--- config.mk ---
export PLATFORM = sky130hd
export DESIGN_NAME = crc_frame_receiver
export DESIGN_NICKNAME = d
export VERILOG_FILES = /design/src/hw/rtl/crcfr_pkg.sv /design/src/hw/rtl/crc_frame_receiver.sv /design/src/hw/rtl/crcfr_front.sv /design/src/hw/rtl/crcfr_queue.sv /design/src/hw/rtl/crcfr_back.sv
export SDC_FILE = /design/constraint.sdc
export NUM_CORES = 1
export LEC_CHECK = 0
export BUFFER_PORTS_ARGS = -buffer_cell sky130_fd_sc_hd__buf_4
export CAP_MARGIN = 20
export CORE_MARGIN = 10
export CORE_UTILIZATION = 62
export CTS_CLUSTER_SIZE = 8
export DETAILED_ROUTE_END_ITERATION = 6
export GPL_TIMING_DRIVEN = 0
export HOLD_SLACK_MARGIN = 0.05
export PLACE_DENSITY = 0.8
export SYNTH_ARGS = -nofsm -noshare
export SYNTH_HDL_FRONTEND = slang
export SYNTH_HIERARCHICAL = 1
export SYNTH_SLANG_ARGS = --single-unit
--- constraint.sdc ---
create_clock -name clock -period 8.4 [get_ports clock]
set_input_delay 1.68 -clock clock [delete_from_list [all_inputs] [get_ports clock]]
set_output_delay 1.68 -clock clock [all_outputs]
set_load 0.05 [all_outputs]
--- src/hw/rtl/crcfr_pkg.sv ---
// Shared types, constants and the CRC16 byte update for the frame receiver.
// No dependencies; every other file of the block imports this package.
package crcfr_pkg;

   localparam int MAX_PAYLOAD_DEF = 64;
   localparam int QUEUE_DEPTH     = 2;
   localparam int RESERVED_BYTES  = 4;

   localparam logic [15:0] CRC_INIT = 16'hFFFF;
   localparam logic [15:0] CRC_POLY = 16'hA001;

   localparam logic [7:0] HEADER_FIRST_RST  = 8'd170;
   localparam logic [7:0] HEADER_SECOND_RST = 8'd85;
   localparam logic [6:0] MAX_LEN_RST       = 7'd64;

   // register indexes on the configuration port
   localparam logic [1:0] CSR_HEADER_FIRST  = 2'd0;
   localparam logic [1:0] CSR_HEADER_SECOND = 2'd1;
   localparam logic [1:0] CSR_MAX_LEN       = 2'd2;

   // result status codes
   localparam logic [1:0] ST_GOOD   = 2'd0;
   localparam logic [1:0] ST_HEADER = 2'd1;
   localparam logic [1:0] ST_LENGTH = 2'd2;
   localparam logic [1:0] ST_CRC    = 2'd3;

   typedef enum logic [2:0] {
      PH_IDLE,
      PH_HEADER,
      PH_CMD,
      PH_LEN,
      PH_DATA,
      PH_RESERVED,
      PH_CRC
   } phase_type;

   typedef enum logic [1:0] {
      B_IDLE,
      B_READ,
      B_SHOW
   } back_state_type;

   // one finished frame or error, handed from parser to emitter
   typedef struct packed {
      logic [1:0]  status;
      logic [15:0] command;
      logic [6:0]  payload_len;
      logic [31:0] good_count;
      logic [31:0] error_count;
   } job_type;

   function automatic logic [15:0] crc_feed(input logic [15:0] crc, input logic [7:0] data);
      logic [15:0] c;
      c = crc ^ {8'h00, data};
      for (int k = 0; k < 8; k++) begin
         c = c[0] ? ((c >> 1) ^ CRC_POLY) : (c >> 1);
      end
      return c;
   endfunction

endpackage

--- src/hw/rtl/crc_frame_receiver.sv ---
// Frame receiver with CRC16 check. The parser takes one byte per cycle; it holds
// off when the job queue is full, and holds off payload bytes while the emitter
// still reads the payload store. A frame's first result is shown once its job has
// passed the queue and the emitter's store read; each result then takes a store read and a show.
// Synchronous reset clears parser, counters, queue and emitter and restores the
// register defaults; the payload store is not cleared.
module crc_frame_receiver
   import crcfr_pkg::*;
#(
   parameter int MAX_PAYLOAD = MAX_PAYLOAD_DEF
) (
   input  logic        clock,
   input  logic        reset,
   input  logic        req_valid,
   output logic        req_ready,
   input  logic [7:0]  req_rx_byte,
   input  logic        csr_we,
   input  logic [1:0]  csr_index,
   input  logic [7:0]  csr_wdata,
   output logic        rsp_valid,
   input  logic        rsp_ready,
   output logic [1:0]  rsp_status,
   output logic [15:0] rsp_command,
   output logic [6:0]  rsp_payload_len,
   output logic [7:0]  rsp_data_byte,
   output logic [5:0]  rsp_data_index,
   output logic        rsp_last,
   output logic [31:0] rsp_good_count,
   output logic [31:0] rsp_error_count
);

   localparam int IDX_W = (MAX_PAYLOAD > 1) ? $clog2(MAX_PAYLOAD) : 1;

   logic             push, pop, q_not_empty, q_full, back_busy, mem_busy;
   job_type          push_job, head_job;
   logic             pay_we;
   logic [IDX_W-1:0] pay_addr;
   logic [7:0]       pay_data;

   assign mem_busy = q_not_empty || back_busy;

   crcfr_front #(.MAX_PAYLOAD(MAX_PAYLOAD), .IDX_W(IDX_W)) u_front (
      .clock       (clock),
      .reset       (reset),
      .req_valid   (req_valid),
      .req_ready   (req_ready),
      .req_rx_byte (req_rx_byte),
      .csr_we      (csr_we),
      .csr_index   (csr_index),
      .csr_wdata   (csr_wdata),
      .q_full      (q_full),
      .mem_busy    (mem_busy),
      .push        (push),
      .push_job    (push_job),
      .pay_we      (pay_we),
      .pay_addr    (pay_addr),
      .pay_data    (pay_data)
   );

   crcfr_queue u_queue (
      .clock     (clock),
      .reset     (reset),
      .push      (push),
      .push_job  (push_job),
      .pop       (pop),
      .head_job  (head_job),
      .not_empty (q_not_empty),
      .full      (q_full)
   );

   crcfr_back #(.MAX_PAYLOAD(MAX_PAYLOAD), .IDX_W(IDX_W)) u_back (
      .clock           (clock),
      .reset           (reset),
      .pay_we          (pay_we),
      .pay_addr        (pay_addr),
      .pay_data        (pay_data),
      .q_not_empty     (q_not_empty),
      .head_job        (head_job),
      .pop             (pop),
      .busy            (back_busy),
      .rsp_valid       (rsp_valid),
      .rsp_ready       (rsp_ready),
      .rsp_status      (rsp_status),
      .rsp_command     (rsp_command),
      .rsp_payload_len (rsp_payload_len),
      .rsp_data_byte   (rsp_data_byte),
      .rsp_data_index  (rsp_data_index),
      .rsp_last        (rsp_last),
      .rsp_good_count  (rsp_good_count),
      .rsp_error_count (rsp_error_count)
   );

endmodule

--- src/hw/rtl/crcfr_front.sv ---
// Frame parser: takes received bytes, checks header, length and CRC,
// writes payload bytes out and pushes one job per frame. Uses crcfr_pkg.
module crcfr_front
   import crcfr_pkg::*;
#(
   parameter int MAX_PAYLOAD = MAX_PAYLOAD_DEF,
   parameter int IDX_W       = 6
) (
   input  logic             clock,
   input  logic             reset,
   input  logic             req_valid,
   output logic             req_ready,
   input  logic [7:0]       req_rx_byte,
   input  logic             csr_we,
   input  logic [1:0]       csr_index,
   input  logic [7:0]       csr_wdata,
   input  logic             q_full,
   input  logic             mem_busy,
   output logic             push,
   output job_type          push_job,
   output logic             pay_we,
   output logic [IDX_W-1:0] pay_addr,
   output logic [7:0]       pay_data
);

   localparam logic [6:0] MAX_LEN = 7'(MAX_PAYLOAD);

   phase_type   phase_ff, phase_in;
   logic [6:0]  cnt_ff, cnt_in;
   logic [7:0]  first_hdr_ff, first_hdr_in;
   logic [15:0] cmd_ff, cmd_in;
   logic [7:0]  length_ff, length_in;
   logic [15:0] crc_ff, crc_in;
   logic [7:0]  crc_lo_ff, crc_lo_in;
   logic [31:0] good_ff, good_in;
   logic [31:0] err_ff, err_in;
   logic [7:0]  hdr1_ff, hdr2_ff;
   logic [6:0]  max_len_ff;

   logic        accept;
   logic [6:0]  limit;
   logic        hdr_bad, len_bad, crc_bad;
   logic [15:0] crc_next;
   logic [7:0]  cnt_inc;

   assign accept   = req_valid && req_ready;
   assign limit    = (max_len_ff > MAX_LEN) ? MAX_LEN : max_len_ff;
   assign hdr_bad  = (first_hdr_ff != hdr1_ff) || (req_rx_byte != hdr2_ff);
   assign len_bad  = (req_rx_byte != 8'h00) || (length_ff > {1'b0, limit});
   assign crc_bad  = {req_rx_byte, crc_lo_ff} != crc_ff;
   assign crc_next = crc_feed(crc_ff, req_rx_byte);
   assign cnt_inc  = {1'b0, cnt_ff} + 8'd1;

   // next state and datapath
   always_comb begin
      phase_in     = phase_ff;
      cnt_in       = cnt_ff;
      first_hdr_in = first_hdr_ff;
      cmd_in       = cmd_ff;
      length_in    = length_ff;
      crc_in       = crc_ff;
      crc_lo_in    = crc_lo_ff;
      good_in      = good_ff;
      err_in       = err_ff;
      if (accept) begin
         unique case (phase_ff)
            PH_IDLE: begin
               first_hdr_in = req_rx_byte;
               cnt_in       = '0;
               phase_in     = PH_HEADER;
            end
            PH_HEADER: begin
               if (hdr_bad) begin
                  err_in   = err_ff + 32'd1;
                  phase_in = PH_IDLE;
               end else begin
                  phase_in = PH_CMD;
                  cnt_in   = '0;
                  cmd_in   = '0;
                  crc_in   = CRC_INIT;
               end
            end
            PH_CMD: begin
               crc_in = crc_next;
               if (cnt_ff == 7'd0) begin
                  cmd_in = {8'h00, req_rx_byte};
                  cnt_in = 7'd1;
               end else begin
                  cmd_in   = {req_rx_byte, cmd_ff[7:0]};
                  cnt_in   = '0;
                  phase_in = PH_LEN;
               end
            end
            PH_LEN: begin
               crc_in = crc_next;
               if (cnt_ff == 7'd0) begin
                  length_in = req_rx_byte;
                  cnt_in    = 7'd1;
               end else begin
                  cnt_in = '0;
                  if (len_bad) begin
                     err_in   = err_ff + 32'd1;
                     phase_in = PH_IDLE;
                  end else begin
                     phase_in = (length_ff != 8'd0) ? PH_DATA : PH_RESERVED;
                  end
               end
            end
            PH_DATA: begin
               crc_in = crc_next;
               cnt_in = cnt_inc[6:0];
               if (cnt_inc >= length_ff) begin
                  cnt_in   = '0;
                  phase_in = PH_RESERVED;
               end
            end
            PH_RESERVED: begin
               crc_in = crc_next;
               cnt_in = cnt_inc[6:0];
               if (cnt_inc >= 8'(RESERVED_BYTES)) begin
                  cnt_in   = '0;
                  phase_in = PH_CRC;
               end
            end
            PH_CRC: begin
               if (cnt_ff == 7'd0) begin
                  crc_lo_in = req_rx_byte;
                  cnt_in    = 7'd1;
               end else begin
                  cnt_in   = '0;
                  phase_in = PH_IDLE;
                  if (crc_bad) begin
                     err_in = err_ff + 32'd1;
                  end else begin
                     good_in = good_ff + 32'd1;
                  end
               end
            end
            default: begin
               phase_in = PH_IDLE;
               cnt_in   = '0;
            end
         endcase
      end
   end

   // handshake, job push and payload write
   always_comb begin
      // hold off payload bytes while the emitter still reads the store
      req_ready = !q_full && !((phase_ff == PH_DATA) && mem_busy);
      push      = 1'b0;
      push_job  = '0;
      pay_we    = 1'b0;
      pay_addr  = cnt_ff[IDX_W-1:0];
      pay_data  = req_rx_byte;
      if (accept) begin
         unique case (phase_ff)
            PH_HEADER: begin
               if (hdr_bad) begin
                  push     = 1'b1;
                  push_job = '{status: ST_HEADER, command: '0, payload_len: '0,
                               good_count: good_ff, error_count: err_ff + 32'd1};
               end
            end
            PH_LEN: begin
               if (cnt_ff != 7'd0 && len_bad) begin
                  push     = 1'b1;
                  push_job = '{status: ST_LENGTH, command: '0, payload_len: '0,
                               good_count: good_ff, error_count: err_ff + 32'd1};
               end
            end
            PH_DATA: begin
               pay_we = 1'b1;
            end
            PH_CRC: begin
               if (cnt_ff != 7'd0) begin
                  push = 1'b1;
                  if (crc_bad) begin
                     push_job = '{status: ST_CRC, command: '0, payload_len: '0,
                                  good_count: good_ff, error_count: err_ff + 32'd1};
                  end else begin
                     push_job = '{status: ST_GOOD, command: cmd_ff,
                                  payload_len: length_ff[6:0],
                                  good_count: good_ff + 32'd1, error_count: err_ff};
                  end
               end
            end
            default: begin
            end
         endcase
      end
   end

   always_ff @(posedge clock) begin
      if (reset) begin
         phase_ff   <= PH_IDLE;
         cnt_ff     <= '0;
         crc_ff     <= CRC_INIT;
         good_ff    <= '0;
         err_ff     <= '0;
         hdr1_ff    <= HEADER_FIRST_RST;
         hdr2_ff    <= HEADER_SECOND_RST;
         max_len_ff <= MAX_LEN_RST;
      end else begin
         phase_ff <= phase_in;
         cnt_ff   <= cnt_in;
         crc_ff   <= crc_in;
         good_ff  <= good_in;
         err_ff   <= err_in;
         if (csr_we) begin
            unique case (csr_index)
               CSR_HEADER_FIRST:  hdr1_ff    <= csr_wdata;
               CSR_HEADER_SECOND: hdr2_ff    <= csr_wdata;
               CSR_MAX_LEN:       max_len_ff <= csr_wdata[6:0];
               default: begin
               end
            endcase
         end
      end
   end

   always_ff @(posedge clock) begin
      first_hdr_ff <= first_hdr_in;
      cmd_ff       <= cmd_in;
      length_ff    <= length_in;
      crc_lo_ff    <= crc_lo_in;
   end

endmodule

--- src/hw/rtl/crcfr_queue.sv ---
// Short job queue between parser and emitter.
// Depends on crcfr_pkg for job_type and the queue depth.
module crcfr_queue
   import crcfr_pkg::*;
(
   input  logic    clock,
   input  logic    reset,
   input  logic    push,
   input  job_type push_job,
   input  logic    pop,
   output job_type head_job,
   output logic    not_empty,
   output logic    full
);

   localparam int PTR_W = (QUEUE_DEPTH > 1) ? $clog2(QUEUE_DEPTH) : 1;
   localparam int CNT_W = $clog2(QUEUE_DEPTH + 1);
   localparam logic [PTR_W-1:0] LAST_PTR = PTR_W'(QUEUE_DEPTH - 1);

   job_type          slots_ff [QUEUE_DEPTH];
   logic [PTR_W-1:0] wr_ptr_ff, wr_ptr_in;
   logic [PTR_W-1:0] rd_ptr_ff, rd_ptr_in;
   logic [CNT_W-1:0] count_ff, count_in;

   assign not_empty = count_ff != '0;
   assign full      = count_ff == CNT_W'(QUEUE_DEPTH);
   assign head_job  = slots_ff[rd_ptr_ff];

   always_comb begin
      wr_ptr_in = wr_ptr_ff;
      rd_ptr_in = rd_ptr_ff;
      count_in  = count_ff;
      if (push) begin
         wr_ptr_in = (wr_ptr_ff == LAST_PTR) ? '0 : wr_ptr_ff + 1'b1;
      end
      if (pop) begin
         rd_ptr_in = (rd_ptr_ff == LAST_PTR) ? '0 : rd_ptr_ff + 1'b1;
      end
      priority if (push && !pop) begin
         count_in = count_ff + 1'b1;
      end else if (pop && !push) begin
         count_in = count_ff - 1'b1;
      end else begin
      end
   end

   always_ff @(posedge clock) begin
      if (reset) begin
         wr_ptr_ff <= '0;
         rd_ptr_ff <= '0;
         count_ff  <= '0;
      end else begin
         wr_ptr_ff <= wr_ptr_in;
         rd_ptr_ff <= rd_ptr_in;
         count_ff  <= count_in;
      end
   end

   always_ff @(posedge clock) begin
      if (push) begin
         slots_ff[wr_ptr_ff] <= push_job;
      end
   end

endmodule

--- src/hw/rtl/crcfr_back.sv ---
// Result emitter: holds the payload store, pops jobs and presents one
// result per payload byte (or one per error / empty frame). Uses crcfr_pkg.
module crcfr_back
   import crcfr_pkg::*;
#(
   parameter int MAX_PAYLOAD = MAX_PAYLOAD_DEF,
   parameter int IDX_W       = 6
) (
   input  logic             clock,
   input  logic             reset,
   input  logic             pay_we,
   input  logic [IDX_W-1:0] pay_addr,
   input  logic [7:0]       pay_data,
   input  logic             q_not_empty,
   input  job_type          head_job,
   output logic             pop,
   output logic             busy,
   output logic             rsp_valid,
   input  logic             rsp_ready,
   output logic [1:0]       rsp_status,
   output logic [15:0]      rsp_command,
   output logic [6:0]       rsp_payload_len,
   output logic [7:0]       rsp_data_byte,
   output logic [5:0]       rsp_data_index,
   output logic             rsp_last,
   output logic [31:0]      rsp_good_count,
   output logic [31:0]      rsp_error_count
);

   back_state_type   state_ff, state_in;
   job_type          job_ff;
   logic [IDX_W-1:0] idx_ff;
   logic [7:0]       rd_data_ff;
   logic [7:0]       store_mem [MAX_PAYLOAD];
   logic             is_last;

   assign is_last = (job_ff.payload_len == 7'd0)
                    || ((7'(idx_ff) + 7'd1) == job_ff.payload_len);

   always_comb begin
      state_in = state_ff;
      unique case (state_ff)
         B_IDLE: if (q_not_empty) state_in = B_READ;
         B_READ: state_in = B_SHOW;
         B_SHOW: if (rsp_ready) state_in = is_last ? B_IDLE : B_READ;
         default: state_in = B_IDLE;
      endcase
   end

   always_comb begin
      pop       = (state_ff == B_IDLE) && q_not_empty;
      busy      = state_ff != B_IDLE;
      rsp_valid = state_ff == B_SHOW;
   end

   assign rsp_status      = job_ff.status;
   assign rsp_command     = job_ff.command;
   assign rsp_payload_len = job_ff.payload_len;
   assign rsp_data_byte   = (job_ff.payload_len != 7'd0) ? rd_data_ff : 8'h00;
   assign rsp_data_index  = 6'(idx_ff);
   assign rsp_last        = is_last;
   assign rsp_good_count  = job_ff.good_count;
   assign rsp_error_count = job_ff.error_count;

   always_ff @(posedge clock) begin
      if (reset) begin
         state_ff <= B_IDLE;
      end else begin
         state_ff <= state_in;
      end
   end

   always_ff @(posedge clock) begin
      if (pop) begin
         job_ff <= head_job;
         idx_ff <= '0;
      end else if (state_ff == B_SHOW && rsp_ready && !is_last) begin
         idx_ff <= idx_ff + 1'b1;
      end
   end

   always_ff @(posedge clock) begin
      if (pay_we) begin
         store_mem[pay_addr] <= pay_data;
      end
      if (state_ff == B_READ) begin
         rd_data_ff <= store_mem[idx_ff];
      end
   end

endmodule

Word level (Yosys, flattened, before mapping)
Memory sizes are Yosys's and may differ from the RTL's. A register that Yosys moved wholly into a read port is not among the register bits.
Index checks and enable logic that the tools add are counted.

storage, ports and cells
  word-level logic and storage cells = 180
  input port bits = 23
  RAM bits = 690
  register bits after elaboration = 165
  output and inout bits = 106
  memories = 2

operators by class
  magnitude comparators = 4
  equal/unequal tests = 27
  bitwise logic cells = 11
  $add $sub $neg = 9
  multiplexer cells = 60
  reduce and logical (&&, ||, !) cells = 49

memory list
  name              depth  width  rd ports  clocked after Yosys merged registers in  wr ports  line               source
  u_back.store_mem  64     8      1         1                                        1         crcfr_back.sv:34   logic [7:0] store_mem [MAX_PAYLOAD];
  u_queue.slots_ff  2      89     1         1                                        1         crcfr_queue.sv:20  job_type slots_ff [QUEUE_DEPTH];

operators by type and width
  cell                                                                     number
  89-bit two-way mux                                                       4
  89-bit one-hot mux with 3 select lines                                   1
  16-bit two-way mux                                                       11
  32-bit two-way mux                                                       5
  32-bit one-hot mux with 3 select lines                                   1
  88-bit two-way mux                                                       1
  32-bit by 1-bit adder with 32-bit output, second input constant          2
  16-bit one-hot mux with 2 select lines                                   2
  7-bit two-way mux                                                        4
  7-bit one-hot mux with 4 select lines                                    1
  2-bit inverter with 3-bit output                                         8
  3-bit one-hot mux with 7 select lines                                    1
  3-bit two-way mux                                                        6
  16-bit inequality test                                                   1
  8-bit inequality test                                                    2
  8-bit nonzero test                                                       2
  16-bit by 8-bit bitwise XOR with 16-bit output                           1
  1-bit two-way mux                                                        15
  7-bit zero test                                                          2
  2-bit by 1-bit inequality test with 1-bit output, second input constant  7
  7-bit nonzero test                                                       2
  2-bit AND reduction                                                      6
  3-bit AND reduction                                                      4
  2-bit two-way mux                                                        5
  other kinds (33)                                                         66

Depth between registers and ports, before layout
Gate-level depths: netlist of the first run.

  depth in word-level cells = 18
  depth in mapped cells = 15
  depth with buffers taken out = 12

Cells and area by module
The synthesis of the first run kept the hierarchy.

by module, submodules not included
  module              area each (um2)  sequential area each (um2)  instances  cells each
  crcfr_back          23,366.2         18,447.7                    1          1,055
  crcfr_front         9,410.3          3,463.3                     1          1,141
  crcfr_queue         6,661.4          5,445.2                     1          299
  crc_frame_receiver  6.3              0.0                         1          1

Worst setup path before layout of the first run
No wires, ideal clock.

  kind = flip-flop to flip-flop
  start = register u_queue.count_ff[0]
  end = memory u_queue/slots_ff[0][0] in the netlist's numbering (enable)
  library setup time = 548 ps
  period minus slack after synthesis = 7,612 ps
  buffers on the path = 4
  arrival time = 7,064 ps
  cell stages (with the launch flop) = 12
  setup slack = 788 ps
  required time = 7,852 ps
  cell sequence = dfxtp_1 > or2_2 > or2_1 > a31oi_1 > and2_1 > clkbuf_2 > o21ai_0 > buf_2 > clkbuf_8 > clkbuf_8 > a31oi_1 > nor2b_1

on the way
  word-level cells in the longest chain between the ends = 9
  elaborated cells between the ends (all ways) = 11
  those cells by class = eq/ne (1); mux (3); reduce/logical (7)

ends and longest elaborated chain
  what                                     line                      source
  start: declaration                       crcfr_queue.sv:23         logic [CNT_W-1:0] count_ff, count_in;
  start signal: assignment                 crcfr_queue.sv:55         count_ff <= count_in;
  2-bit nonzero test                       crcfr_queue.sv:25         assign not_empty = count_ff != '0;
  via q_not_empty                          crc_frame_receiver.sv:34  logic push, pop, q_not_empty, q_full, back_busy, mem_busy;
  1-bit logical OR                         crc_frame_receiver.sv:40  assign mem_busy = q_not_empty || back_busy;
  via mem_busy                             crc_frame_receiver.sv:34
  1-bit logical AND                        crcfr_front.sv:150        req_ready = !q_full && !((phase_ff == PH_DATA) && mem_busy);
  1-bit zero test                          crcfr_front.sv:150
  1-bit logical AND                        crcfr_front.sv:150
  via req_ready                            crc_frame_receiver.sv:15  output logic req_ready,
  1-bit logical AND                        crcfr_front.sv:46         assign accept = req_valid && req_ready;
  1-bit two-way mux                        crcfr_front.sv:156        if (accept) begin
  via push                                 crc_frame_receiver.sv:34
  1-bit two-way mux                        crcfr_queue.sv:60         if (push) begin
  1-bit two-way mux (not written as such)  crcfr_queue.sv:61         slots_ff[wr_ptr_ff] <= push_job;
  end: declaration                         crcfr_queue.sv:20

The timed path passes the listed nets, and every way through them passes these cells.

Final worst setup path of the first run
  start = register u_back.idx_ff[0] (netlist: u_back/rsp_data_index[0])
  end = output rsp_last

on the way
  word-level cells in the longest chain between the ends = 3

ends and longest elaborated chain
  what                                    line                      source
  start: declaration                      crcfr_back.sv:32          logic [IDX_W-1:0] idx_ff;
  start signal: assignment                crcfr_back.sv:78          idx_ff <= idx_ff + 1'b1;
  6-bit by 1-bit adder with 7-bit output  crcfr_back.sv:38          || ((7'(idx_ff) + 7'd1) == job_ff.payload_len);
  7-bit equality test                     crcfr_back.sv:38
  1-bit logical OR                        crcfr_back.sv:38
  end: declaration                        crc_frame_receiver.sv:27  output logic rsp_last,

No other way between the ends.

==> results.tsv, run 1 <==
stage	metric	value	unit
routing	drt total wl	99900	um
run_status	failing checks	design-rule violations	
final_layout	Area Overhead vs Synth	15.6	%
timing	unrepaired setup endpoints after global routing	no	
global_routing	vias in the first global route	24238	
global_routing	largest net degree at the start of global routing	73	
logic_synthesis	syn avg cell area	15.8	sq um
timing	# setup viols final	0	
floorplanning	Die Span Y	272	um
critical_path	Largest delay share family, worst path	buffers and inverters	
clock_network	clock-pin slew on the worst setup and hold paths	0.05	ns
min_path	Hold/Removal Path Class	flip-flop to flip-flop	
clock_network	CTS tree	built	
clock_network	Hold Buf Count CTS	0	
floorplanning	die area	74100	sq um
critical_path	R2R depth	13	
timing	PnR worst setup slack	3.56	ns
power	Max IR drop VDD	355	uV
routing	vias post-DR	24104	
timing	Pins Over Slew Limit	0	
critical_path	Critical Path RT	6.72	ns
logic_synthesis	synth warn	6	
global_routing	first-pass GRT wire length	150000	um
min_path	Hold Path End	u_front/hdr2_ff[6]	
logic_synthesis	Mapped Nets	2540	
placement	post-DP HPWL	63100	um
critical_path	critical path, cell by cell	buf_6 > buf_6 > buf_6 > nand3_1 > xnor2_1 > nor3_1 > a41oi_2 > inv_1 > buf_4	
run_status	status	finished with violations	
clock_network	Num CTS Buffers	137	
critical_path	worst reg2reg setup slack	3.91	ns
timing	clk_skew	0.0304	ns
floorplanning	Ports	129	
timing	final worst-path cycle share	57.7	%
power	pwr/cell area	288	nW/um^2
timing	Max-slew headroom	25.9	%
logic_synthesis	ys async rst share	0	%
logic_synthesis	post-synthesis instance area	39400	sq um
final_layout	utilization after layout	72.3	%
clock_network	clock root cell	clkbuf_16	
clock_network	worst skew pair latency	0.72	ns
placement	Port Buf Inserts	128	
global_routing	GRT Total Usage	27.0	%
final_layout	Nets	2818	
critical_path	CP dominant cell by count	buf_6	
timing	Hold Slack	0.494	ns
routing	vias per inst	6.53	
clock_network	CTS max path bufs	3	
logic_synthesis	number of enable flip-flop cells after synthesis	827	
logic_synthesis	ys flop type	edfxtp_1	
global_routing	initial antenna violation count	2	
logic_synthesis	Yosys top cell by area	edfxtp_1	
clock_network	Post-CTS Resized	0	
timing	setup TNS	0	ns
critical_path	element type at the critical path end	output port	
placement	pre-CTS setup slack	3.44	ns
critical_path	CP arrival	3.16	ns
job	maxcap violations	0	
routing	DR DRC count	2	
critical_path	R2R Path End	u_queue/slots_ff[0][51]	
critical_path	crit path from	u_back/rsp_data_index[0]	
timing	Slew @ Worst Pin	1.11	ns
floorplanning	die width	272	um
final_layout	post-route cell area	45600	sq um
logic_synthesis	top cell type's share of synthesized area	63.0	%
logic_synthesis	post-synthesis sequential area ratio	69.4	%
routing	First-pass DRT Iterations	7	
min_path	hold_sp	u_front/hdr2_ff[6]	
clock_network	H-tree levels	4	
routing	DR WL/cell	27.0	um
logic_synthesis	Yosys cell types	78	
clock_network	CTS Sinks	953	
critical_path	Crit Path Class	flip-flop to output port	
critical_path	CP Launch Type	flip-flop	
critical_path	Buf/Inv on CP	5	
final_layout	layout cells sized above 1	22.7	%
power	leakage	14.7	nW
min_path	Hold Path Stages	1	
placement	GPL Wtd Cong	0.906	
critical_path	worst r2r src	u_queue/count_ff[0]	
final_layout	Post-Layout Cell Count	3694	
clock_network	number of setup buffers added after CTS	0	
global_routing	total congestion overflow	0	
routing	ANT nets after route	0	
timing	Final min period	4.84	ns
floorplanning	Rows	92	
timing	Final Hold Fails	0	
placement	cell area after placement	41600	sq um
floorplanning	core footprint	63100	sq um
logic_synthesis	register bit total from synthesis	953	
logic_synthesis	synthesized instance count	2496	
routing	initial DRC count	3332	
floorplanning	effective utilization at floorplan	62.5	%
timing	fmax	206	MHz
critical_path	CP max FO	10	
critical_path	Slowest-stage cell, CP	dfxtp_1	
power	Power Total	13.1	mW
placement	placed cell count	3479	
logic_synthesis	synth top area cells	edfxtp_1 (63%), mux4_2 (8.3%), dfxtp_1 (6.4%), mux2_2 (2.5%), nor2_1 (1.9%)	
critical_path	slowest stage delay, CP	0.51	ns
-- per-layer routing --
| layer | GRT usage, % | vias up | wire length [um] |
|---|---|---|---|
| met5 | 0 | - | 11 |
| met4 | 11.3 | 2 | 3830 |
| met3 | 6.46 | 285 | 9890 |
| met2 | 45.0 | 1511 | 50000 |
| met1 | 33.6 | 12120 | 36200 |
| li1 | - | 10186 | - |
-- placed cells by master, fill, tap and decap left out, drive strengths merged, types with 61 or more instances in the layout --
| master | instances |
|---|---|
| a21oi | 93 |
| o21ai | 90 |
| nor2 | 197 |
| mux2 | 96 |
| edfxtp | 827 |
| xnor2 | 61 |
| buf | 222 |
| nand2 | 114 |
| mux4 | 146 |
| dfxtp | 126 |
| clkbuf | 264 |
-- flip-flops by register name, summed over array words and instances, names as in the netlist, 2 cells and up, named ones only --
register and cells:
u_front/cnt_ff 7, u_front/max_len_ff 7, u_front/crc_lo_ff 8, u_front/length_ff 8, u_front/good_ff 32, u_back/store_mem 512, u_front/cmd_ff 16, u_back/rd_data_ff 8
u_back/rsp_payload_len 7, u_back/rsp_good_count 32, u_back/state_ff 2, u_front/err_ff 32, u_back/rsp_error_count 32, u_front/crc_ff 16, u_back/rsp_command 16, u_queue/count_ff 2
u_front/hdr1_ff 8, u_queue/slots_ff 178, u_back/rsp_status 2, u_front/hdr2_ff 8, u_front/first_hdr_ff 8, u_back/rsp_data_index 6, u_front/phase_ff 3
-- Yosys cell counts, types with 18 or more instances --
cell,instances
ha_1,21
nand2_1,114
a21oi_1,92
o21ai_0,85
edfxtp_1,827
nand4_1,21
mux4_2,146
xnor2_1,61
or3_1,45
and2_1,53
and3_1,19
a31oi_1,28
buf_2,42
nand3_1,53
nor3_1,23
mux2i_1,25
nor2b_1,27
nor2_1,196
xor2_1,34
mux2_2,86
inv_1,41
a211oi_1,18
buf_4,20
clkbuf_1,59
dfxtp_1,126
-- layout make-up --
class                   count  area [sq um]
plain buffers             149           812
multi-input cells        1353         11100
repair buffers            139          1120
clock inverters            14           230
clock buffers             198          3720
inverters                  41           156
fillers                  3877         17500
flip-flops and latches    953         27400
well taps                 846          1060
diodes                      1          2.50
-- kinds of logic (layout without fill, tap and decap cells) --
| kind of cell | count (synthesis) | count (layout) | synth area share, % |
|---|---|---|---|
| AND/OR/NAND/NOR | 630 | 630 | 8.09 |
| other | 0 | 1 | 0 |
| buffers and inverters | 190 | 541 | 2.45 |
| XOR/XNOR | 97 | 97 | 2.22 |
| multiplexers | 267 | 267 | 11.8 |
| adder cells (fa/ha/maj) | 21 | 21 | 0.666 |
| AO/OA/AOI/OAI | 338 | 338 | 5.41 |
| flip-flops | 953 | 953 | 69.4 |
-- worst max-delay path by stage --
| stage | cells after the start | slack (ns) | to |
|---|---|---|---|
| final | 9 | 3.56 | rsp_last |
| after global routing | 9 | 3.49 | rsp_last |
| after CTS | 9 | 3.66 | rsp_last |
| after detailed placement | 10 | 3.44 | u_queue/slots_ff[0][24] |
| after global placement | 9 | -1.63 | u_queue/slots_ff[0][51] |
| after floorplan | 11 | 0.79 | u_queue/slots_ff[0][0] |
-- report_power, final --
part	total (mW)	internal (mW)	switching, mW
clock network	5.02	3.08	1.94
logic	2.52	0.880	1.64
registers	5.57	5.45	0.121
total	13.1	9.41	3.70
(Power assumes the default switching activity.)
==> inputs of run 2 (changes only) <==
--- a/config.mk
+++ b/config.mk
@@ -8,12 +8,12 @@
 export BUFFER_PORTS_ARGS = -buffer_cell sky130_fd_sc_hd__buf_4
 export CAP_MARGIN = 20
 export CORE_MARGIN = 10
-export CORE_UTILIZATION = 62
+export CORE_UTILIZATION = 56
 export CTS_CLUSTER_SIZE = 8
 export DETAILED_ROUTE_END_ITERATION = 6
 export GPL_TIMING_DRIVEN = 0
 export HOLD_SLACK_MARGIN = 0.05
-export PLACE_DENSITY = 0.8
+export PLACE_DENSITY = 0.76
 export SYNTH_ARGS = -nofsm -noshare
 export SYNTH_HDL_FRONTEND = slang
 export SYNTH_HIERARCHICAL = 1
==> constraint.sdc (replaced) <==
create_clock -name clock -period 3.88 [get_ports clock]
set_input_delay 0.776 -clock clock [delete_from_list [all_inputs] [get_ports clock]]
set_output_delay 0.776 -clock clock [all_outputs]
set_load 0.05 [all_outputs]
==> run 2 against run 1 <==
Compared with the run above: the run ends with negative setup slack left; register-to-register slack worse by 4.0 ns; sequential power rose by 120%; final area grew 0.58%; combinational power up 93%; final cell count grew 2.7%; critical path depth decreased by 2; clock skew grew 0.0077 ns; die area increased by 9.9%; wire length is 0.71% lower; core utilization shrank 6.7 points; power increased by 110%; highest routed layer unchanged.
==> results.tsv, run 2 (synthesized netlist as in run 1, its figures left out) <==
stage	metric	value	unit
run_status	status	finished with violations	
run_status	failing checks	negative setup slack	
timing	unrepaired setup endpoints after global routing	yes	
power	Max IR drop VDD	547	uV
timing	Final Hold Fails	0	
floorplanning	Rows	97	
critical_path	Crit Path Class	flip-flop to flip-flop	
floorplanning	effective utilization at floorplan	56.4	%
global_routing	total congestion overflow	0	
global_routing	first-pass GRT wire length	149000	um
final_layout	commonest non-fill, non-tap cell in the layout	edfxtp_1	
timing	Final min period	3.97	ns
power	leakage	15.0	nW
floorplanning	die width	285	um
clock_network	clock-pin slew on the worst setup and hold paths	0.05	ns
critical_path	CP max FO	8	
critical_path	R2R Path End	u_back/store_mem[62][0]	
routing	drt total wl	99200	um
timing	PnR worst setup slack	-0.0871	ns
clock_network	number of setup buffers added after CTS	0	
timing	Slew @ Worst Pin	1.12	ns
critical_path	CP Capture Point	u_back/store_mem[62][0]	
critical_path	worst reg2reg setup slack	-0.09	ns
timing	Max-slew headroom	25.2	%
timing	Pins Over Slew Limit	0	
routing	ANT nets after route	0	
critical_path	Slowest-stage cell, CP	nor2_1	
final_layout	Ant. Diodes	0	
clock_network	CTS Sinks	953	
critical_path	critical path, cell by cell	or2_4 > or2_4 > a311o_1 > nor2_1 > nor2b_1 > nand3_1 > nor2_1	
timing	final worst-path cycle share	102	%
routing	vias per inst	6.24	
global_routing	GRT Total Usage	24.2	%
routing	vias post-DR	23686	
global_routing	initial antenna violation count	1	
min_path	Hold/Removal Path Class	input pin to flip-flop	
placement	placed cell count	3572	
final_layout	most frequent cells in the layout	edfxtp_1 (827), nor2_1 (191), buf_4 (153)	
critical_path	CP arrival	4.30	ns
timing	fmax	252	MHz
placement	post-DP HPWL	63600	um
critical_path	worst r2r src	u_queue/count_ff[1]	
clock_network	CTS tree	built	
final_layout	layout cells sized above 1	23.1	%
clock_network	H-tree levels	4	
final_layout	Biggest register	u_back/store_mem	
critical_path	CP Launch Type	flip-flop	
timing	# setup viols final	40	
final_layout	utilization after layout	65.6	%
timing	setup TNS	-2.18	ns
critical_path	Critical Path RT	4.21	ns
power	pwr/cell area	607	nW/um^2
timing	clk_skew	0.0381	ns
global_routing	met1 Usage GRT	31.2	%
routing	initial DRC count	3045	
floorplanning	Ports	129	
floorplanning	Die Span Y	285	um
routing	First-pass DRT Iterations	7	
job	maxcap violations	0	
critical_path	slowest stage delay, CP	0.91	ns
critical_path	R2R depth	7	
clock_network	CTS max path bufs	3	
critical_path	crit path from	u_queue/count_ff[1]	
routing	DR DRC count	0	
global_routing	vias in the first global route	23793	
critical_path	element type at the critical path end	flip-flop	
global_routing	GR peak layer	met2	
global_routing	GRT met2 Usage	39.7	%
floorplanning	core footprint	69900	sq um
clock_network	Post-CTS Resized	3	
final_layout	Largest regs	u_back/store_mem: 512 flops, u_queue/slots_ff: 178 flops	
floorplanning	die area	81500	sq um
clock_network	Hold Buf Count CTS	0	
final_layout	Area Overhead vs Synth	16.2	%
global_routing	largest net degree at the start of global routing	65	
final_layout	Nets	2818	
global_routing	met3 usage in global routing	5.53	%
final_layout	Post-Layout Cell Count	3795	
placement	Port Buf Inserts	128	
placement	GPL Wtd Cong	0.903	
clock_network	Num CTS Buffers	137	
final_layout	Largest register FFs	512	
clock_network	worst skew pair latency	0.72	ns
routing	DR WL/cell	26.1	um
clock_network	clock root cell	clkbuf_16	
run 2: power by group:
group | switching [mW] | total (mW) | internal (mW) | leakage [nW]
clock | 4.34 | 11.0 | 6.62 | 1.92
sequential | 0.225 | 12.0 | 11.8 | 8.55
combinational | 3.12 | 4.87 | 1.75 | 4.55
total | 7.69 | 27.8 | 20.2 | 15.0
run 2: worst min-delay path by stage:
| stage | from | to | slack, ns | cells past startpoint |
|---|---|---|---|---|
| 6_report | csr_wdata[7] | u_front/hdr1_ff[7] | 0.29 | 2 |
| 5_1_grt | csr_wdata[7] | u_front/hdr1_ff[7] | 0.27 | 2 |
| 4_1_cts | csr_wdata[7] | u_front/hdr1_ff[7] | 0.25 | 2 |
| 3_5_place_dp | u_front/hdr2_ff[4] | u_front/hdr2_ff[4] | 0.47 | 1 |
| 3_3_place_gp | u_front/hdr2_ff[4] | u_front/hdr2_ff[4] | 0.47 | 1 |
| 2_1_floorplan | u_front/max_len_ff[0] | u_front/max_len_ff[0] | 0.46 | 2 |
run 2: metal layers:
layer | up-vias | part of all wire, %
met4 | 2 | 3.3
met5 | - | 0.018
met1 | 11913 | 38
met2 | 1345 | 49
met3 | 241 | 9.3
li1 | 10185 | -
run 2: through the flow:
stage               hold slack, ns  worst slack (ns)  power (mW)  cell area [sq um]
CTS                          0.252            0.0319        28.0              45800
detailed placement           0.474            -0.194        17.0              41800
global route                 0.267           -0.0537        28.7              45900
finish                       0.286           -0.0871        27.8              45900
global placement             0.465             -1.34        17.6              41700
floorplan                    0.455            -0.140        15.5              39500
run 2: area by class of cell:
class                      instances  area [sq um]
fill                            4731         24100
clock inverter                    15           305
timing repair buffer             139          1110
buffer                           149           827
multi-input combinational       1353         11200
clock buffer                     205          3710
sequential                       953         27400
tap                              940          1180
inverter                          41           156
run 2: critical path, delay by kind of cell, from the launching register on:
kind / cells / cell delay (ns)
flops: 1 / 0.32
simple gates: 6 / 2.83
compound gates: 1 / 0.42
